<file path="src/rtl/ir_distance_average_linearizer_assert.svh">
// Assertion macros shared by the linearizer RTL files.
// Uses the clk and rst_n names of the module that includes it.
`ifndef IR_DISTANCE_AVERAGE_LINEARIZER_ASSERT_SVH
`define IR_DISTANCE_AVERAGE_LINEARIZER_ASSERT_SVH
`ifndef SYNTH
`define IRDAL_ASSERT(lbl, prop) \
    lbl: assert property (@(posedge clk) disable iff (!rst_n) prop) \
        else $error("irdal assertion failed");
`define IRDAL_ASSERT_ALWAYS(lbl, prop) \
    lbl: assert property (@(posedge clk) prop) \
        else $error("irdal assertion failed");
`else
`define IRDAL_ASSERT(lbl, prop)
`define IRDAL_ASSERT_ALWAYS(lbl, prop)
`endif
`endif

</file>
<file path="src/rtl/irdal_pkg.sv">
// Types, breakpoint tables and helpers of the IR distance linearizer.
// No dependencies; imported by every module of the block.
`default_nettype none
package irdal_pkg;
    localparam int ADC_BITS_DEF = 10;
    localparam int SUM_W        = 16;
    localparam int CNT_W        = 6;
    localparam int DIST_W       = 7;
    localparam int MEAN_W       = 10;
    localparam int DVS_W        = 12;
    localparam int D_W          = 8;
    localparam int NUM_BP       = 8;
    localparam int SEG_W        = 3;

    localparam logic [CNT_W-1:0] COUNT_RESET = 6'd20;
    localparam logic [SUM_W-1:0] SLOPE_SCALE = 16'd100;
    localparam logic [SEG_W-1:0] SEG_HALF    = 3'd2;

    localparam logic [SUM_W-1:0] BP_POS [NUM_BP] = '{
        16'd80, 16'd87, 16'd106, 16'd124, 16'd150, 16'd196, 16'd276, 16'd490
    };
    localparam logic [DIST_W-1:0] BP_VAL [NUM_BP] = '{
        7'd80, 7'd70, 7'd60, 7'd50, 7'd40, 7'd30, 7'd20, 7'd10
    };
    localparam logic [DVS_W-1:0] SEG_DIV [NUM_BP-1] = '{
        12'd77, 12'd211, 12'd0, 12'd288, 12'd511, 12'd888, 12'd2377
    };

    typedef struct packed {
        logic [SUM_W-1:0] sum;
        logic [CNT_W-1:0] count;
    } grp_t;

    typedef struct packed {
        logic             start;
        logic [SUM_W-1:0] dividend;
        logic [DVS_W-1:0] divisor;
    } div_req_t;

    typedef struct packed {
        logic             busy;
        logic             done;
        logic [SUM_W-1:0] quotient;
    } div_rsp_t;

    function automatic logic [DIST_W-1:0] sub_floor(input logic [DIST_W-1:0] base,
                                                    input logic [SUM_W-1:0]  step);
        return (step <= SUM_W'(base)) ? base - DIST_W'(step) : '0;
    endfunction
endpackage
`default_nettype wire

</file>
<file path="src/rtl/irdal_front.sv">
// Front end: accepts samples, accumulates each group, posts group sums.
// Depends on irdal_pkg.
`default_nettype none
module irdal_front #(
    parameter int ADC_BITS = irdal_pkg::ADC_BITS_DEF
) (
    input  wire logic                        clk,
    input  wire logic                        rst_n,
    input  wire logic                        push,
    output logic                             full,
    input  wire logic [ADC_BITS-1:0]         adc_sample,
    input  wire logic                        cfg_valid,
    output logic                             cfg_ready,
    input  wire logic [irdal_pkg::CNT_W-1:0] cfg_data,
    output logic                             q_push,
    output irdal_pkg::grp_t                  q_data,
    input  wire logic                        q_full
);
    import irdal_pkg::*;

    logic [CNT_W-1:0] sample_count_reg;
    logic [SUM_W-1:0] sum_reg;
    logic [CNT_W-1:0] taken_reg;
    logic [CNT_W-1:0] count;
    logic [CNT_W:0]   taken_inc;
    logic [SUM_W-1:0] sum_add;
    logic             accept;
    logic             last;

    assign full      = q_full;
    assign cfg_ready = 1'b1;
    assign accept    = push && !q_full;
    assign count     = (sample_count_reg == '0) ? CNT_W'(1) : sample_count_reg;
    assign taken_inc = {1'b0, taken_reg} + (CNT_W+1)'(1);
    assign last      = taken_inc >= {1'b0, count};
    assign sum_add   = sum_reg + SUM_W'(adc_sample);
    assign q_push    = accept && last;
    assign q_data    = '{sum: sum_add, count: count};

    always_ff @(posedge clk or negedge rst_n)
    begin
        if (!rst_n)
        begin
            sample_count_reg <= COUNT_RESET;
            sum_reg          <= '0;
            taken_reg        <= '0;
        end
        else
        begin
            if (cfg_valid && cfg_ready)
            begin
                sample_count_reg <= cfg_data;
            end
            if (accept)
            begin
                if (last)
                begin
                    sum_reg   <= '0;
                    taken_reg <= '0;
                end
                else
                begin
                    sum_reg   <= sum_add;
                    taken_reg <= taken_inc[CNT_W-1:0];
                end
            end
        end
    end
endmodule
`default_nettype wire

</file>
<file path="src/rtl/irdal_fifo.sv">
// Two-entry queue of group sums between front and back end.
// Depends on irdal_pkg and the assertion header.
`default_nettype none
`include "ir_distance_average_linearizer_assert.svh"
module irdal_fifo (
    input  wire logic             clk,
    input  wire logic             rst_n,
    input  wire logic             push,
    input  wire irdal_pkg::grp_t  wr_data,
    output logic                  full,
    input  wire logic             pop,
    output irdal_pkg::grp_t       rd_data,
    output logic                  empty
);
    import irdal_pkg::*;

    localparam int DEPTH = 2;
    localparam int PTR_W = $clog2(DEPTH);

    grp_t             mem_reg [DEPTH];
    logic [PTR_W-1:0] wr_ptr_reg;
    logic [PTR_W-1:0] rd_ptr_reg;
    logic [PTR_W:0]   cnt_reg;
    logic             do_push;
    logic             do_pop;

    assign full    = cnt_reg == (PTR_W+1)'(DEPTH);
    assign empty   = cnt_reg == '0;
    assign do_push = push && !full;
    assign do_pop  = pop && !empty;
    assign rd_data = mem_reg[rd_ptr_reg];

    always_ff @(posedge clk)
    begin
        if (do_push)
        begin
            mem_reg[wr_ptr_reg] <= wr_data;
        end
    end

    always_ff @(posedge clk or negedge rst_n)
    begin
        if (!rst_n)
        begin
            wr_ptr_reg <= '0;
            rd_ptr_reg <= '0;
            cnt_reg    <= '0;
        end
        else
        begin
            if (do_push)
            begin
                wr_ptr_reg <= (wr_ptr_reg == PTR_W'(DEPTH - 1)) ? '0 : wr_ptr_reg + PTR_W'(1);
            end
            if (do_pop)
            begin
                rd_ptr_reg <= (rd_ptr_reg == PTR_W'(DEPTH - 1)) ? '0 : rd_ptr_reg + PTR_W'(1);
            end
            if (do_push && !do_pop)
            begin
                cnt_reg <= cnt_reg + (PTR_W+1)'(1);
            end
            else if (do_pop && !do_push)
            begin
                cnt_reg <= cnt_reg - (PTR_W+1)'(1);
            end
        end
    end

    `IRDAL_ASSERT(a_no_push_when_full, push |-> !full)
    `IRDAL_ASSERT(a_cnt_bound, cnt_reg <= (PTR_W+1)'(DEPTH))
endmodule
`default_nettype wire

</file>
<file path="src/rtl/irdal_div.sv">
// Shared restoring divider, one quotient bit per cycle.
// Depends on irdal_pkg and the assertion header.
`default_nettype none
`include "ir_distance_average_linearizer_assert.svh"
module irdal_div (
    input  wire logic                clk,
    input  wire logic                rst_n,
    input  wire irdal_pkg::div_req_t req,
    output irdal_pkg::div_rsp_t      rsp
);
    import irdal_pkg::*;

    localparam int STEP_W = $clog2(SUM_W);

    logic              busy_reg;
    logic              done_reg;
    logic [STEP_W-1:0] step_reg;
    logic [DVS_W-1:0]  rem_reg;
    logic [SUM_W-1:0]  quo_reg;
    logic [DVS_W-1:0]  dvs_reg;
    logic [DVS_W:0]    rem_sh;
    logic              ge;

    assign rem_sh = {rem_reg, quo_reg[SUM_W-1]};
    assign ge     = rem_sh >= {1'b0, dvs_reg};
    assign rsp    = '{busy: busy_reg, done: done_reg, quotient: quo_reg};

    always_ff @(posedge clk or negedge rst_n)
    begin
        if (!rst_n)
        begin
            busy_reg <= 1'b0;
            done_reg <= 1'b0;
            step_reg <= '0;
        end
        else
        begin
            done_reg <= busy_reg && (step_reg == STEP_W'(SUM_W - 1));
            if (req.start && !busy_reg)
            begin
                busy_reg <= 1'b1;
                step_reg <= '0;
            end
            else if (busy_reg)
            begin
                step_reg <= step_reg + STEP_W'(1);
                if (step_reg == STEP_W'(SUM_W - 1))
                begin
                    busy_reg <= 1'b0;
                end
            end
        end
    end

    always_ff @(posedge clk)
    begin
        if (req.start && !busy_reg)
        begin
            rem_reg <= '0;
            quo_reg <= req.dividend;
            dvs_reg <= req.divisor;
        end
        else if (busy_reg)
        begin
            rem_reg <= ge ? DVS_W'(rem_sh - {1'b0, dvs_reg}) : DVS_W'(rem_sh);
            quo_reg <= {quo_reg[SUM_W-2:0], ge};
        end
    end

    `IRDAL_ASSERT(a_no_restart, req.start |-> !busy_reg)
endmodule
`default_nettype wire

</file>
<file path="src/rtl/irdal_back.sv">
// Back end: divides each group sum, classifies the mean against the
// breakpoint table, finishes the slope step and holds the result beat.
// Depends on irdal_pkg and the assertion header.
`default_nettype none
`include "ir_distance_average_linearizer_assert.svh"
module irdal_back (
    input  wire logic                         clk,
    input  wire logic                         rst_n,
    input  wire logic                         q_empty,
    input  wire irdal_pkg::grp_t              q_data,
    output logic                              q_pop,
    output irdal_pkg::div_req_t               div_req,
    input  wire irdal_pkg::div_rsp_t          div_rsp,
    input  wire logic                         pop,
    output logic                              empty,
    output logic [irdal_pkg::DIST_W-1:0]      distance_cm,
    output logic [irdal_pkg::MEAN_W-1:0]      mean_value,
    output logic                              out_of_range
);
    import irdal_pkg::*;

    typedef enum logic [5:0] {
        S_IDLE  = 6'b000001,
        S_DIV1  = 6'b000010,
        S_CLASS = 6'b000100,
        S_MUL   = 6'b001000,
        S_DIV2  = 6'b010000,
        S_OUT   = 6'b100000
    } state_t;

    state_t            state_reg;
    state_t            state_next;
    logic [SUM_W-1:0]  mean_reg;
    logic [SEG_W-1:0]  seg_reg;
    logic [D_W-1:0]    d_reg;
    logic [DIST_W-1:0] dist_reg;
    logic              held_reg;
    logic [DIST_W-1:0] last_dist_reg;
    logic              out_valid_reg;
    logic [DIST_W-1:0] out_dist_reg;
    logic [SUM_W-1:0]  out_mean_reg;
    logic              out_oor_reg;

    logic              le_lo;
    logic              gt_hi;
    logic              hit;
    logic [DIST_W-1:0] hit_val;
    logic [SEG_W-1:0]  seg;
    logic [SUM_W-1:0]  d_full;
    logic [D_W-1:0]    d;
    logic [SUM_W-1:0]  num;
    logic              out_free;
    logic              load_out;

    assign empty        = !out_valid_reg;
    assign distance_cm  = out_dist_reg;
    assign mean_value   = MEAN_W'(out_mean_reg);
    assign out_of_range = out_oor_reg;
    assign out_free     = !out_valid_reg || pop;
    assign load_out     = (state_reg == S_OUT) && out_free;
    assign q_pop        = (state_reg == S_IDLE) && !q_empty;

    assign num = SUM_W'(SUM_W'(d_reg) * SLOPE_SCALE + SUM_W'(SEG_DIV[seg_reg]) - SUM_W'(1));

    always_comb
    begin
        div_req.start    = q_pop || (state_reg == S_MUL);
        div_req.dividend = (state_reg == S_MUL) ? num : q_data.sum;
        div_req.divisor  = (state_reg == S_MUL) ? SEG_DIV[seg_reg] : DVS_W'(q_data.count);
    end

    always_comb
    begin
        le_lo   = mean_reg <= BP_POS[0];
        gt_hi   = mean_reg > BP_POS[NUM_BP-1];
        hit     = 1'b0;
        hit_val = '0;
        seg     = '0;
        for (int i = 1; i < NUM_BP; i++)
        begin
            if (mean_reg == BP_POS[i])
            begin
                hit     = 1'b1;
                hit_val = BP_VAL[i];
            end
        end
        for (int i = 0; i < NUM_BP - 1; i++)
        begin
            if (mean_reg > BP_POS[i] && mean_reg < BP_POS[i+1])
            begin
                seg = SEG_W'(i);
            end
        end
        d_full = mean_reg - BP_POS[seg];
        d      = D_W'(d_full);
    end

    always_comb
    begin
        state_next = state_reg;
        unique case (state_reg)
            S_IDLE:
            begin
                if (q_pop)
                begin
                    state_next = S_DIV1;
                end
            end
            S_DIV1:
            begin
                if (div_rsp.done)
                begin
                    state_next = S_CLASS;
                end
            end
            S_CLASS:
            begin
                if (le_lo || gt_hi || hit || seg == SEG_HALF)
                begin
                    state_next = S_OUT;
                end
                else
                begin
                    state_next = S_MUL;
                end
            end
            S_MUL:
            begin
                state_next = S_DIV2;
            end
            S_DIV2:
            begin
                if (div_rsp.done)
                begin
                    state_next = S_OUT;
                end
            end
            S_OUT:
            begin
                if (out_free)
                begin
                    state_next = S_IDLE;
                end
            end
            default:
            begin
                state_next = S_IDLE;
            end
        endcase
    end

    always_ff @(posedge clk or negedge rst_n)
    begin
        if (!rst_n)
        begin
            state_reg     <= S_IDLE;
            out_valid_reg <= 1'b0;
            last_dist_reg <= '0;
        end
        else
        begin
            state_reg <= state_next;
            if (load_out)
            begin
                out_valid_reg <= 1'b1;
                last_dist_reg <= dist_reg;
            end
            else if (pop)
            begin
                out_valid_reg <= 1'b0;
            end
        end
    end

    always_ff @(posedge clk)
    begin
        if (state_reg == S_DIV1 && div_rsp.done)
        begin
            mean_reg <= div_rsp.quotient;
        end
        if (state_reg == S_CLASS)
        begin
            held_reg <= gt_hi;
            seg_reg  <= seg;
            d_reg    <= d;
            priority if (le_lo)
            begin
                dist_reg <= BP_VAL[0];
            end
            else if (gt_hi)
            begin
                dist_reg <= last_dist_reg;
            end
            else if (hit)
            begin
                dist_reg <= hit_val;
            end
            else
            begin
                dist_reg <= sub_floor(BP_VAL[seg], SUM_W'(d >> 1));
            end
        end
        if (state_reg == S_DIV2 && div_rsp.done)
        begin
            dist_reg <= sub_floor(BP_VAL[seg_reg], div_rsp.quotient);
        end
        if (load_out)
        begin
            out_dist_reg <= dist_reg;
            out_mean_reg <= mean_reg;
            out_oor_reg  <= held_reg;
        end
    end

    `IRDAL_ASSERT(a_load_from_out, $rose(out_valid_reg) |-> $past(state_reg == S_OUT))
    `IRDAL_ASSERT(a_dist_bound, out_valid_reg |-> out_dist_reg <= BP_VAL[0])
endmodule
`default_nettype wire

</file>
<file path="src/rtl/ir_distance_average_linearizer.sv">
// Top level of the IR distance averaging linearizer.
// Depends on irdal_pkg, irdal_front, irdal_fifo, irdal_div, irdal_back.
//
// Channel   Handshake            Payload
// input     push / full          adc_sample
// config    cfg_valid/cfg_ready  cfg_data (sample_count)
// result    empty / pop          distance_cm, mean_value, out_of_range
//
// A sample is taken in any cycle in which the queue is not full; a group end posts its sum to a 2-deep queue.
// Each result takes one 16-step divide of the group sum by the count, and a
// second 16-step divide for a sloped segment.
// rst_n clears sums, counts, held distance, queue and output; count resets to 20.
// The front stalls only on a full queue; the back stalls only on an untaken result.
`default_nettype none
module ir_distance_average_linearizer #(
    parameter int ADC_BITS = irdal_pkg::ADC_BITS_DEF
) (
    input  wire logic                         clk,
    input  wire logic                         rst_n,
    input  wire logic                         push,
    output logic                              full,
    input  wire logic [ADC_BITS-1:0]          adc_sample,
    input  wire logic                         cfg_valid,
    output logic                              cfg_ready,
    input  wire logic [irdal_pkg::CNT_W-1:0]  cfg_data,
    output logic                              empty,
    input  wire logic                         pop,
    output logic [irdal_pkg::DIST_W-1:0]      distance_cm,
    output logic [irdal_pkg::MEAN_W-1:0]      mean_value,
    output logic                              out_of_range
);
    import irdal_pkg::*;

    logic     q_push;
    grp_t     q_wr_data;
    logic     q_full;
    logic     q_pop;
    grp_t     q_rd_data;
    logic     q_empty;
    div_req_t div_req;
    div_rsp_t div_rsp;

    irdal_front #(
        .ADC_BITS (ADC_BITS)
    ) u_front (
        .clk        (clk),
        .rst_n      (rst_n),
        .push       (push),
        .full       (full),
        .adc_sample (adc_sample),
        .cfg_valid  (cfg_valid),
        .cfg_ready  (cfg_ready),
        .cfg_data   (cfg_data),
        .q_push     (q_push),
        .q_data     (q_wr_data),
        .q_full     (q_full)
    );

    irdal_fifo u_fifo (
        .clk     (clk),
        .rst_n   (rst_n),
        .push    (q_push),
        .wr_data (q_wr_data),
        .full    (q_full),
        .pop     (q_pop),
        .rd_data (q_rd_data),
        .empty   (q_empty)
    );

    irdal_div u_div (
        .clk   (clk),
        .rst_n (rst_n),
        .req   (div_req),
        .rsp   (div_rsp)
    );

    irdal_back u_back (
        .clk          (clk),
        .rst_n        (rst_n),
        .q_empty      (q_empty),
        .q_data       (q_rd_data),
        .q_pop        (q_pop),
        .div_req      (div_req),
        .div_rsp      (div_rsp),
        .pop          (pop),
        .empty        (empty),
        .distance_cm  (distance_cm),
        .mean_value   (mean_value),
        .out_of_range (out_of_range)
    );
endmodule
`default_nettype wire
</file>
<file path="config.mk">
export PLATFORM = sky130hd
export DESIGN_NAME = ir_distance_average_linearizer
export DESIGN_NICKNAME = d
export VERILOG_FILES = /design/src/rtl/irdal_pkg.sv /design/src/rtl/irdal_front.sv /design/src/rtl/irdal_fifo.sv /design/src/rtl/irdal_div.sv /design/src/rtl/irdal_back.sv /design/src/rtl/ir_distance_average_linearizer.sv
export VERILOG_INCLUDE_DIRS = /design/src /design/src/rtl
export SDC_FILE = /design/constraint.sdc
export NUM_CORES = 1
export LEC_CHECK = 0
export ABC_AREA = 1
export BUFFER_PORTS_ARGS = -buffer_cell sky130_fd_sc_hd__buf_2
export CELL_PAD_IN_SITES_DETAIL_PLACEMENT = 0
export CELL_PAD_IN_SITES_GLOBAL_PLACEMENT = 1
export CORE_MARGIN = 5
export CORE_UTILIZATION = 49
export CTS_CLUSTER_DIAMETER = 150
export CTS_CLUSTER_SIZE = 30
export DETAILED_ROUTE_END_ITERATION = 8
export GPL_TIMING_DRIVEN = 0
export PLACE_DENSITY = 0.87
export SLEW_MARGIN = 10
export SYNTH_ARGS = -nofsm -noshare
export SYNTH_HDL_FRONTEND = slang
export SYNTH_SLANG_ARGS = --single-unit
export TNS_END_PERCENT = 5
</file>
<file path="constraint.sdc">
create_clock -name clk -period 5.2 [get_ports clk]
set_input_delay 0.52 -clock clk [delete_from_list [all_inputs] [get_ports clk]]
set_output_delay 0.52 -clock clk [all_outputs]
set_load 0.03 [all_outputs]
</file>
# Word level (Yosys, flattened, before mapping)
# Memories as Yosys holds them, arrays and structs flattened.
# Index checks and enable logic that the tools add are counted.
dict set report op_classes {
  n_addsub 13
  multipliers 1
  div_mod_pow 0
  magnitude_cmp 20
  n_eq_ne 20
  shift 0
  n_mux 62
  n_bitwise 2
  n_reduce_logical 36
}
# op n
set op_table {}
lappend op_table {{$mux W7} 18}
lappend op_table {{$mux W16} 4}
lappend op_table {{$eq A16 B7 Y1 const B} 3}
lappend op_table {{$gt A16 B7 Y1 const B} 3}
lappend op_table {{$mux W6} 8}
lappend op_table {{$mux W12} 3}
lappend op_table {{$pmux W6 S6} 1}
lappend op_table {{$eq A16 B8 Y1 const B} 2}
lappend op_table {{$eq A16 B9 Y1 const B} 2}
lappend op_table {{$gt A16 B8 Y1 const B} 2}
lappend op_table {{$gt A16 B9 Y1 const B} 2}
lappend op_table {{$lt A16 B7 Y1 const B} 2}
lappend op_table {{$lt A16 B8 Y1 const B} 2}
lappend op_table {{$lt A16 B9 Y1 const B} 2}
lappend op_table {{$logic_and A1 B1 Y1} 18}
lappend op_table {{$mux W1} 17}
lappend op_table {{$add A15 B12 Y16} 1}
lappend op_table {{$add A16 B10 Y16} 1}
lappend op_table {{$le A16 B7 Y1} 1}
lappend op_table {{$le A16 B7 Y1 const B} 1}
lappend op_table {{$mux W8} 2}
lappend op_table {{$sub A16 B1 Y16 const B} 1}
lappend op_table {{$sub A7 B7 Y7} 2}
lappend op_table {{$ge A13 B12 Y1} 1}
lappend op_table {{other kinds (32)} 55}
dict set report totals {
  ff_bits 145
  latch_bits 0
  mem_bits_rw 44
  romBits 336
  output_inout_bits 21
  n_memories 5
}
# memory words width rd rd_clocked_by_memory_dff write_ports line_no
set memory_table {}
lappend memory_table {{(name not given)} 8 16 1 0 0 irdal_back.sv:94} ;# d_full = mean_reg - BP_POS[seg];
lappend memory_table {{(name not given)} 8 12 1 0 0 irdal_back.sv:63} ;# assign num = SUM_W'(SUM_W'(d_reg) * SLOPE_SCALE + SUM_W'(SEG_DIV[seg_reg]) - SUM_W'(1));
lappend memory_table {{(name not given)} 8 7 1 0 0 irdal_back.sv:200} ;# dist_reg <= sub_floor(BP_VAL[seg], SUM_W'(d >> 1));
lappend memory_table {{(name not given)} 8 7 1 0 0 irdal_back.sv:205} ;# dist_reg <= sub_floor(BP_VAL[seg_reg], div_rsp.quotient);
lappend memory_table {u_fifo.mem_reg 2 22 1 0 1 irdal_fifo.sv:20} ;# grp_t mem_reg [DEPTH];

# Longest topological paths before layout
dict set report logic_depth {
  word_depth 20
  ltp_mapped 33
  mapped_depth_nobuf 33
}

# Hierarchy
# Synthesis repeated with hierarchy kept, for this count alone.
dict set report unflattened {
  cells_unflattened 1623
  hier_area_um2 13041.3
}
# module n_inst cells_each area_per_inst_um2
set modules_own_cells {}
lappend modules_own_cells {irdal_back 1 826 6361.1}
lappend modules_own_cells {irdal_div 1 339 2716.4}
lappend modules_own_cells {irdal_front 1 312 2123.3}
lappend modules_own_cells {irdal_fifo 1 146 1840.5}

# Worst setup path after synthesis
# Ideal clock, no wire load.
dict set report synth_timing {
  kind {register -> register}
  startpoint {register u_back.mean_reg[9]}
  endpoint {register u_back.dist_reg[3] (data pin)}
  t_arrival_ps 4183
  t_required_ps 4940
  path_slack_ps 757
  stages_incl_launch_ff 28
  n_path_buf 0
  path_cell_list {edfxtp_1 nor2_4 nand4_4 inv_2 nand2_2 nor2_2 nand3b_2 nand2_2 a21oi_2 inv_2 ha_1 nand2_1 o21ai_1 fa_1 nand3_1 nand2_1 a21oi_1 o21ai_0 xor2_1 inv_1 ha_1 nand2_1 inv_1 and3_1 nand3b_1 nand3_1 nor3b_1 o21ai_1}
}
dict set report synth_between {
  elab_chain_len 20
  word_cells_on_any_way 62
  cone_classes {2 x add/sub; 15 x order compare; 7 x eq/ne; 29 x mux; 1 x bitwise; 6 x reduce/logical; 2 x memory}
}
# element line_no
set synth_rtl {}
lappend synth_rtl {{from (decl)} irdal_back.sv:33} ;# logic [SUM_W-1:0] mean_reg;
lappend synth_rtl {{from (signal assigned)} irdal_back.sv:179} ;# mean_reg <= div_rsp.quotient;
lappend synth_rtl {{$gt A16 B7 Y1 or $lt A16 B7 Y1 (tied branches)} irdal_back.sv:89} ;# if (mean_reg > BP_POS[i] && mean_reg < BP_POS[i+1])
lappend synth_rtl {{$logic_and A1 B1 Y1} irdal_back.sv:89}
lappend synth_rtl {{$mux W1} irdal_back.sv:89}
lappend synth_rtl {{$mux W2 (2 in series)} irdal_back.sv:89}
lappend synth_rtl {{$mux W3 (2 in series)} irdal_back.sv:89}
lappend synth_rtl {{$mux W3 *} irdal_back.sv:89}
lappend synth_rtl {{net u_back.seg[0]} irdal_back.sv:48} ;# logic [SEG_W-1:0] seg;
lappend synth_rtl {{$not A3 Y4 (implied by the code) *} irdal_back.sv:94}
lappend synth_rtl {{[4 not listed]} -}
lappend synth_rtl {{net u_back.d_full[6]} irdal_back.sv:49} ;# logic [SUM_W-1:0] d_full;
lappend synth_rtl {{$le A7 B7 Y1 *} irdal_pkg.sv:48} ;# return (step <= SUM_W'(base)) ? base - DIST_W'(step) : '0;
lappend synth_rtl {{$mux W7 *} irdal_pkg.sv:48}
lappend synth_rtl {{$mux W7 *} irdal_back.sv:194} ;# else if (hit)
lappend synth_rtl {{$mux W7 *} irdal_back.sv:190} ;# else if (gt_hi)
lappend synth_rtl {{$mux W7 *} irdal_back.sv:186} ;# priority if (le_lo)
lappend synth_rtl {{$mux W7 *} irdal_back.sv:181} ;# if (state_reg == S_CLASS)
lappend synth_rtl {{$mux W7 *} irdal_back.sv:203} ;# if (state_reg == S_DIV2 && div_rsp.done)
lappend synth_rtl {{to (signal assigned)} irdal_back.sv:188} ;# dist_reg <= BP_VAL[0];
lappend synth_rtl {{to (signal assigned)} irdal_back.sv:192} ;# dist_reg <= last_dist_reg;
lappend synth_rtl {{to (signal assigned)} irdal_back.sv:205}
lappend synth_rtl {{to (decl)} irdal_back.sv:36} ;# logic [DIST_W-1:0] dist_reg;
# Mark *: on every way through the listed nets, which the timed path passes. The rest lies on a longest branch. The select of a mux whose other input is x is not followed.
# A chain may end at the register's enable or synchronous reset.

# Worst setup path in the final report
dict set report layout_timing {
  startpoint {register u_back.mean_reg[6]}
  endpoint {register u_back.dist_reg[5] (data pin)}
}
dict set report layout_between {
  elab_chain_len 20
  word_cells_on_any_way 62
  cone_classes {2 x add/sub; 15 x order compare; 7 x eq/ne; 29 x mux; 1 x bitwise; 6 x reduce/logical; 2 x memory}
}
# element line_no
set layout_rtl {}
lappend layout_rtl {{$gt A16 B7 Y1 or $lt A16 B7 Y1 (tied branches)} irdal_back.sv:89}
lappend layout_rtl {{$logic_and A1 B1 Y1} irdal_back.sv:89}
lappend layout_rtl {{$mux W1} irdal_back.sv:89}
lappend layout_rtl {{$mux W2 (2 in series)} irdal_back.sv:89}
lappend layout_rtl {{$mux W3 (3 in series)} irdal_back.sv:89}
lappend layout_rtl {{$not A3 Y4 (implied by the code)} {irdal_back.sv:94, irdal_back.sv:200}}
lappend layout_rtl {{$mem_v2 Z8 W16} -}
lappend layout_rtl {{$mux W8 (implied by the code) (2 in series)} irdal_back.sv:94}
lappend layout_rtl {{$sub A8 B8 Y8} irdal_back.sv:94}
lappend layout_rtl {{$sub A7 B7 Y7 or $le A7 B7 Y1 (tied branches)} irdal_pkg.sv:48}
lappend layout_rtl {{$mux W7} irdal_pkg.sv:48}
lappend layout_rtl {{$mux W7} irdal_back.sv:194}
lappend layout_rtl {{$mux W7} irdal_back.sv:190}
lappend layout_rtl {{$mux W7 *} irdal_back.sv:186}
lappend layout_rtl {{$mux W7 *} irdal_back.sv:181}
lappend layout_rtl {{$mux W7 *} irdal_back.sv:203}
# Mark *: on every way between the ends. The rest lies on a longest branch, timed or not. The select of a mux whose other input is x is not followed.

==> metrics.csv <==
metric;value;unit
status;completed;
synth.top_cell.area_share;0.304;
cts.sinks;188;
ir_drop;0.000301;V
vias;9649;
stdcell_count;1863;
max-cap-violations;0;
avgViaCountPerCell;5.18;
clock_latency;0.44;ns
slew_viol_final;0;
holdWs;0.128;ns
postSynthCellCount;1423;
synthTopCellsByArea;edfxtp_1 30%, ha_1 12%, dfrtp_1 10%;
p_per_area;606;mW/mm^2
area_delta_synth_final;13.7;%
io_buffer_count;40;
post-place-ws;-0.152;ns
power;8450;uW
start_util;0.493;
routabilityCongestion;0.890;
wirelength;28200;um
ys_seq_elements;188;
synth_warnings;0;
antenna_left;0;
fmax;204;MHz
syn_area;0.0123;mm^2
hpwl;21800;um
nFillCells;2268;
cts_hold_buf;0;
fin_nets;1668;
rows;58;
cp.arrival;5.10;ns
cp_slowest_stage_delay;0.48;ns
syn_avg_cell_area;8.62;um^2
antenna_found_initial;0;
diodes;0;
hold_violations;0;
largest_reg_flops;44;
hp-class;primary input to async pin;
grt_pass1_wl;46600;um
grt_max_degree;53;
p_leak;0.00660;uW
clk_pin_slew;0.08;ns
setup_slack;0.288;ns
grt-ovfl-total;0;
cp_max_fo;5;
die_w;168;um
clock_path_buffers;2;
cts_tree;yes;
fin_skew;0.0182;ns
drtIter0Drc;571;
worst_pin_slew;1.12;ns
grt_pass1_vias;9387;
setup_violations;0;
core-area;0.0249;mm^2
htreeDepth;4;
synth_area_leader_cell;edfxtp_1;
critPathCaptureType;flip-flop;
critical_path.slowest_cell;edfxtp_1;
drive_above_1_share;0.119;
pin_count;42;
worstSetupStartpointType;flip-flop;
placed_cells;1797;
fin_crit;4.91;ns
cts_buffers;17;
syn-num-nets;1571;
synth-seq-area-share;0.430;
root_buffer;clkbuf_16;
synthDistinctLibCells;59;
slew_headroom;0.255;
die_area;0.0283;mm^2
timing_worst_setup_path_type;flip-flop to flip-flop;
drc_errors;0;
first_pass_iters;5;
grtUsageTotal;0.203;
wire_per_inst;15.2;um
cp_data_required_time;5.39;ns
die_h;168;um
fin_crit_sh;0.945;
critPathMostFrequentCell;nand2_1;
setup_tns;0;ns
-- layer usage --
metal  vias up  GRT usage  part of all wire
met2       216      0.353              0.49
li1       4941          -                 -
met5         -          0                 0
met4         0     0.0723             0.026
met3        42     0.0268             0.040
met1      4450      0.260              0.45
-- cells in the final DEF, fill, tap and decap left out, types with 6 or more instances in the layout --
master and count:
a21o_1 10, a21oi_1 75, a31oi_1 9, buf_2 42
buf_4 42, clkbuf_1 20, clkbuf_16 18, dfrtp_1 49
dfxtp_1 12, edfxtp_1 124, fa_1 9, ha_1 117
inv_1 203, inv_2 6, nand2_1 295, nand3_1 73
nand3b_1 8, nand4_1 20, nor2_1 120, nor2_2 8
nor2_4 8, nor3_1 22, o211ai_1 15, o21ai_0 72
o21ai_1 9, o21bai_1 8, xnor2_1 17, xor2_1 39
-- critical path, delay by kind of cell, from the launching register on --
kind,cells,cell delay [ns]
AND/OR/NAND/NOR,12,1.40
AO/OA/AOI/OAI,9,1.29
adder cells (fa/ha/maj),3,0.91
flip-flops,1,0.48
buffers and inverters,2,0.40
XOR/XNOR,1,0.18
-- worst paths after layout --
| kind | start | endpoint | slack (ns) | depth (start not counted) |
|---|---|---|---|---|
| setup / recovery | u_back.mean_reg[6] | u_back.dist_reg[5] | 0.29 | 27 |
| hold / removal | rst_n | u_back.last_dist_reg[0] | 0.13 | 1 |
| setup reg to reg | u_back.mean_reg[6] | u_back.dist_reg[5] | 0.29 | 27 |
| hold reg to reg | u_back.held_reg | u_back.out_of_range | 0.42 | 0 |
| max in group asynchronous | rst_n | u_front.sum_reg[10] | 4.54 | 1 |
| min in group clk | cfg_data[0] | u_front.sample_count_reg[0] | 0.28 | 3 |
-- synthesized netlist by cell type, drive strengths merged --
master	number
nand2b	1
o21a	1
inv	212
fa	9
clkbuf	20
conb	1
nand3	80
nor2	136
or3	1
a32oi	1
and3	1
buf	11
o31ai	2
edfxtp	124
nand4	22
dfxtp	12
a21boi	4
or2	5
o21bai	8
and2	1
nand2	301
a31oi	9
nor4	4
nand3b	9
a22o	1
nor3b	2
o22ai	4
ha	118
xor2	39
dfstp	3
mux2i	1
o21ai	84
xnor2	17
o211ai	15
a21oi	78
o221ai	1
dfrtp	49
nor3	25
clkinv	1
a21o	10
-- kinds of logic after synthesis --
group	after synthesis	share of synthesized area
flops	188	0.430
xor+xnor	56	0.0400
simple gates	588	0.216
fa+ha+maj	127	0.135
buf+inv	244	0.0782
compound gates	218	0.101
mux	1	0.000816
other cells	1	0.000306
-- report_power, final --
| group | total (uW) | internal, uW | switching, uW |
|---|---|---|---|
| clock | 1400 | 741 | 661 |
| combinational | 4540 | 1710 | 2830 |
| sequential | 2510 | 2200 | 309 |
| total | 8450 | 4650 | 3800 |
-- area by class of cell --
class	instances	area [um^2]	area share
sequential	188	5270	0.378
buffer	31	158	0.0113
clock buffer	19	464	0.0333
multi-input combinational	991	6150	0.441
timing repair buffer	78	503	0.0361
tap	330	413	0.0296
inverter	213	807	0.0579
clock inverter	13	184	0.0132
-- repair_timing --
action	in CTS	in global routing
setup endpoints to repair	7	7
pin swaps	0	9
resized for setup	3	18
setup buffers	0	34
hold endpoints to repair	0	0
gates cloned	0	0
-- metrics by stage --
stage | util | instance area, um^2
6_report | 0.560 | 13900
5_1_grt | 0.560 | 13900
4_1_cts | 0.547 | 13600
3_5_place_dp | 0.520 | 12900
3_3_place_gp | 0.517 | 12900
2_1_floorplan | - | 12300
Power figures use the tool's default switching activity.
